## src/hdl/csrmam_pkg.sv

```systemverilog
// Package for the CSR sparse matrix assemble and multiply unit.
// Holds payload structs, command and status codes, controller types and saturation.
// No dependencies.
package csrmam_pkg;

    localparam int PTR_W  = 14;
    localparam int ROW_W  = 11;
    localparam int COL_W  = 10;
    localparam int DATA_W = 32;

    typedef enum logic [3:0] {
        CMD_LOAD_RP   = 4'd0,
        CMD_LOAD_COL  = 4'd1,
        CMD_LOAD_X    = 4'd2,
        CMD_CLEAR     = 4'd3,
        CMD_ASSEMBLE  = 4'd4,
        CMD_IDENTITY  = 4'd5,
        CMD_ROW_ZERO  = 4'd6,
        CMD_PRODUCT   = 4'd7,
        CMD_READ      = 4'd8
    } cmd_e;

    typedef enum logic [1:0] {
        STAT_OK   = 2'd0,
        STAT_MISS = 2'd1,
        STAT_SAT  = 2'd2
    } stat_e;

    typedef struct packed {
        logic [3:0]               cmd;
        logic [ROW_W-1:0]         row_index;
        logic [COL_W-1:0]         column_index;
        logic [PTR_W-1:0]         entry_position;
        logic signed [DATA_W-1:0] data_value;
    } in_item_t;

    typedef struct packed {
        logic signed [DATA_W-1:0] result_value;
        logic [1:0]               status;
    } out_item_t;

    typedef enum logic [3:0] {
        S_INIT, S_IDLE, S_DISP, S_CLEAR, S_BND0, S_BND1, S_WALK,
        S_LOOK, S_MUL1, S_MUL2, S_MUL3, S_ACC, S_DONE
    } state_e;

    typedef struct packed {
        logic accept;
        logic clr_init;
        logic clr_step;
        logic do_load;
        logic rd_lo;
        logic rd_hi;
        logic take_start;
        logic take_stop;
        logic rd_elem;
        logic look;
        logic mul1;
        logic mul2;
        logic mul3;
        logic acc;
        logic adv;
        logic rd_slot;
        logic finish;
    } ctrl_t;

    typedef struct packed {
        logic [3:0] cmd;
        logic       row_ok;
        logic       clr_last;
        logic       walk_end;
        logic       hit;
        logic       out_free;
    } dp_stat_t;

    typedef struct packed {
        logic                     sat;
        logic signed [DATA_W-1:0] val;
    } sat_t;

    function automatic sat_t sat32(input logic signed [63:0] v);
        sat_t r;
        if (v > 64'sd2147483647) begin
            r.sat = 1'b1;
            r.val = 32'sh7fffffff;
        end else if (v < -64'sd2147483648) begin
            r.sat = 1'b1;
            r.val = 32'sh80000000;
        end else begin
            r.sat = 1'b0;
            r.val = v[31:0];
        end
        return r;
    endfunction

endpackage

```

## src/hdl/csrmam_ctrl.sv

```systemverilog
// Controller state machine for the CSR matrix unit.
// Depends on csrmam_pkg; drives the datapath through ctrl_t, reads dp_stat_t.
module csrmam_ctrl
    import csrmam_pkg::*;
(
    input  logic     aclk,
    input  logic     aresetn,
    input  logic     s_valid,
    output logic     s_ready,
    input  dp_stat_t stat,
    output ctrl_t    ctrl
);
    state_e state_reg, state_next;

    always_ff @(posedge aclk) begin
        if (!aresetn) begin
            state_reg <= S_INIT;
        end else begin
            state_reg <= state_next;
        end
    end

    always_comb begin
        state_next = state_reg;
        ctrl       = '0;
        s_ready    = 1'b0;
        case (state_reg)
            S_INIT: begin
                ctrl.clr_step = 1'b1;
                if (stat.clr_last) begin
                    state_next = S_IDLE;
                end
            end
            S_IDLE: begin
                s_ready = 1'b1;
                if (s_valid) begin
                    ctrl.accept = 1'b1;
                    state_next  = S_DISP;
                end
            end
            S_DISP: begin
                case (stat.cmd)
                    CMD_LOAD_RP, CMD_LOAD_COL, CMD_LOAD_X: begin
                        ctrl.do_load = 1'b1;
                        state_next   = S_DONE;
                    end
                    CMD_CLEAR: begin
                        ctrl.clr_init = 1'b1;
                        state_next    = S_CLEAR;
                    end
                    CMD_ASSEMBLE, CMD_IDENTITY, CMD_ROW_ZERO, CMD_PRODUCT: begin
                        if (stat.row_ok) begin
                            ctrl.rd_lo = 1'b1;
                            state_next = S_BND0;
                        end else begin
                            state_next = S_DONE;
                        end
                    end
                    CMD_READ: begin
                        ctrl.rd_slot = 1'b1;
                        state_next   = S_DONE;
                    end
                    default: begin
                        state_next = S_DONE;
                    end
                endcase
            end
            S_CLEAR: begin
                ctrl.clr_step = 1'b1;
                if (stat.clr_last) begin
                    state_next = S_DONE;
                end
            end
            S_BND0: begin
                ctrl.take_start = 1'b1;
                ctrl.rd_hi      = 1'b1;
                state_next      = S_BND1;
            end
            S_BND1: begin
                ctrl.take_stop = 1'b1;
                state_next     = S_WALK;
            end
            S_WALK: begin
                if (stat.walk_end) begin
                    state_next = S_DONE;
                end else begin
                    ctrl.rd_elem = 1'b1;
                    state_next   = S_LOOK;
                end
            end
            S_LOOK: begin
                ctrl.look = 1'b1;
                case (stat.cmd)
                    CMD_ASSEMBLE: begin
                        if (stat.hit) begin
                            state_next = S_DONE;
                        end else begin
                            ctrl.adv   = 1'b1;
                            state_next = S_WALK;
                        end
                    end
                    CMD_PRODUCT: begin
                        state_next = S_MUL1;
                    end
                    default: begin
                        ctrl.adv   = 1'b1;
                        state_next = S_WALK;
                    end
                endcase
            end
            S_MUL1: begin
                ctrl.mul1  = 1'b1;
                state_next = S_MUL2;
            end
            S_MUL2: begin
                ctrl.mul2  = 1'b1;
                state_next = S_MUL3;
            end
            S_MUL3: begin
                ctrl.mul3  = 1'b1;
                state_next = S_ACC;
            end
            S_ACC: begin
                ctrl.acc   = 1'b1;
                ctrl.adv   = 1'b1;
                state_next = S_WALK;
            end
            S_DONE: begin
                if (stat.out_free) begin
                    ctrl.finish = 1'b1;
                    state_next  = S_IDLE;
                end
            end
            default: begin
                state_next = S_IDLE;
            end
        endcase
    end
endmodule

```

## config.mk

```make
export PLATFORM = sky130hd
export DESIGN_NAME = csrmam_ctrl
export DESIGN_NICKNAME = d
export VERILOG_FILES = /design/src/hdl/csrmam_pkg.sv /design/src/hdl/csrmam_ctrl.sv
export SDC_FILE = /design/constraint.sdc
export NUM_CORES = 1
export LEC_CHECK = 0
export ABC_AREA = 1
export BUFFER_PORTS_ARGS = -buffer_cell sky130_fd_sc_hd__clkbuf_2
export CAP_MARGIN = 0
export CORE_ASPECT_RATIO = 0.9
export CORE_MARGIN = 8
export CORE_UTILIZATION = 24
export DETAILED_ROUTE_END_ITERATION = 6
export PLACE_DENSITY = 0.47
export SLEW_MARGIN = 20
export SYNTH_ARGS = -nofsm -noshare
export SYNTH_HDL_FRONTEND = slang
export SYNTH_SLANG_ARGS = --single-unit
export TNS_END_PERCENT = 100
```

## constraint.sdc

```tcl
create_clock -name aclk -period 2.1 [get_ports aclk]
set_clock_uncertainty 0.1 [all_clocks]
set_input_delay 0.525 -clock aclk [delete_from_list [all_inputs] [get_ports aclk]]
set_output_delay 0.525 -clock aclk [all_outputs]
set_load 0.01 [all_outputs]
```

==> metrics.yaml <==
status: "complete, no violations"
worst_slew_pin_slew_ns: 0.240
synthCells: 97
wire_per_inst_um: 10.4
crit_path_max_fanout: 4
period_share: 0.930
core-area_um2: 2140
required_ns: 1.47
gp_congestion: 0.806
die_area_um2: 4010
fin_util: 0.344
hold_end: "state_reg[0]"
yosysMostFrequentCell: "nand2_1"
htreeDepth: 1
nNetsFinal: 142
p_seq_frac: 0.223
ys_seq_area_frac: 0.149
drc: 0
floorplan.initialDensity: 0.251
ff2ff_path_depth: 7
die_height_um: 60.9
ys_warn_count: 0
synth_nets: 109
p_leak_nw: 0.396
fin_crit_ns: 1.95
cts-root-buf: "clkbuf_4"
synth-async-reset-ratio: 0
dr_total_vias: 688
hold_viol: 0
fillers: 244
finalMaxSlewViolations: 0
p_total_w: 0.000646
synth_flop_cell: "dfxtp_1"
rsz0062_at_grt: "no"
placementRows: 16
fin_tns_setup_ns: 0
synth_top_cell_by_area: "nand2_1"
worstHoldStart: "state_reg[0]"
clk_pin_slew_ns: 0.03
postCtsSetupBuffers: 0
antenna_found_initial: 0
n_antenna_cell: 0
layout-drive-gt1-share: 0.406
setup_violations: 0
port_buffers: 29
hold_depth: 2
r2r-end: "state_reg[0]"
cts_buffers: 3
p_comb_frac: 0.635
switching_share: 0.508
ys_top_cells_by_area: "nand2_1, dfxtp_1, nor2_1"
grt_max_degree: 8
grt_use_total: 0.0798
net-switching-power_w: 0.000328
maxCapViolations: 0
cts_tree: "built"
syn_area_um2: 538
routed_wl_mm: 1.61
drt-pass1-iter-count: 4
powerDensity_nw_per_um2: 876
dp.cells: 152
syn_to_final_growth_pct: 37.0
cts.sinks: 4
drt_iter0_drc: 7
power.share.clock: 0.141
start_kind: "input pin"
synth_top_area_share: 0.160
r2r_slack_ns: 0.78
clock_latency_ns: 0.23
peakVddDrop_mv: 0.601
die_x_um: 65.9
critical_path_class: "in2out"
intPower_w: 0.000317
dpl.hpwl_mm: 1.42
ios: 30
worstHoldPathType: "reg2reg"
cp.arrival_ns: 1.33
max-slew-margin-rel: 0.839
grt_overflow: 0
viasPerCell: 4.44
drtAntennaViolNets: 0
fmax_mhz: 512
synth-seq-cells: 4
grt_pass1_wl_mm: 2.56
clockBufferDepth: 2
holdWs_ns: 0.455
ys_types: 20
synth-edff-count: 0
largest_reg_flops: 4
worstReg2RegStart: "state_reg[3]"
first_global_vias: 635
crit_path_end_kind: "output pin"
netlist_top_cells_count: "nand2_1, nor2_1, inv_1"
fin_cells: 155
syn_avg_cell_area_um2: 5.55
[worst max path at each step]
stage	start	to	slack, ns	cells past startpoint
after detailed placement	stat[7]	ctrl[2]	0.14	7
after CTS	state_reg[2]	ctrl[2]	0.05	5
final	stat[7]	ctrl[2]	0.15	7
after global routing	state_reg[1]	ctrl[13]	0.02	5
after floorplan	stat[6]	ctrl[13]	0.42	3
after global placement	stat[7]	ctrl[2]	0.20	7
[placed cells by master (no fill, tap or decap), types with 2 or more instances in the layout]
cell       n
nor2_2     3
inv_1     11
nand3_1   10
clkbuf_2  29
nand2_2    4
o21ai_0    2
nand2_1   23
a21oi_1    6
dfxtp_2    4
o21ai_1    2
nor3_1     2
nor2_1    17
nor2_4     4
clkbuf_4   3
inv_2      2
[worst max-delay path, cell delays in order]
cell and delay [ns]:
clkbuf_2 0.10, inv_1 0.05, nor2_1 0.20, nand2_1 0.10
nand3_1 0.12, o21ai_0 0.09, clkbuf_2 0.14
[metal layers]
metal	vias up	track usage	part of all wire
met3	0	0.0332	0.062
met4	0	0.0186	0
met5	-	0	0
li1	371	-	-
met1	305	0.0852	0.45
met2	12	0.143	0.49
[stage by stage]
stage          cell area, um2  setup WS [ns]
2_1_floorplan             538          0.425
3_3_place_gp              709          0.196
3_5_place_dp              709          0.145
4_1_cts                   732         0.0481
5_1_grt                   737         0.0228
6_report                  737          0.147
[logic make-up (layout without fill, tap and decap cells)]
kind of cell,after synthesis,after routing,share of synthesized area
compound gates,12,12,0.137
buf+inv,15,46,0.114
flops,4,4,0.149
simple gates,66,66,0.600
[layout make-up]
class / count / area (um2) / area share
timing repair buffer: 29 / 145 / 0.197
sequential: 4 / 85.1 / 0.115
clock buffer: 3 / 22.5 / 0.0306
tap: 27 / 33.8 / 0.0458
multi-input combinational: 78 / 397 / 0.538
inverter: 14 / 53.8 / 0.0730
[what timing repair did]
| item | CTS | global route |
|---|---|---|
| endpoints found under the setup margin | 0 | 2 |
| hold buffers | 0 | 0 |
| gates resized for setup | 0 | 4 |
[power groups by stage]
stage | clock, W | combinational [W] | sequential (W)
final | 0.0000913 | 0.000410 | 0.000144
after detailed placement | 0 | 0.000411 | 0.000139
after CTS | 0.0000970 | 0.000414 | 0.000138
after floorplan | 0 | 0.000311 | 0.000130
after global routing | 0.000106 | 0.000466 | 0.000149
after global placement | 0 | 0.000419 | 0.000139
(Power assumes the default switching activity.)
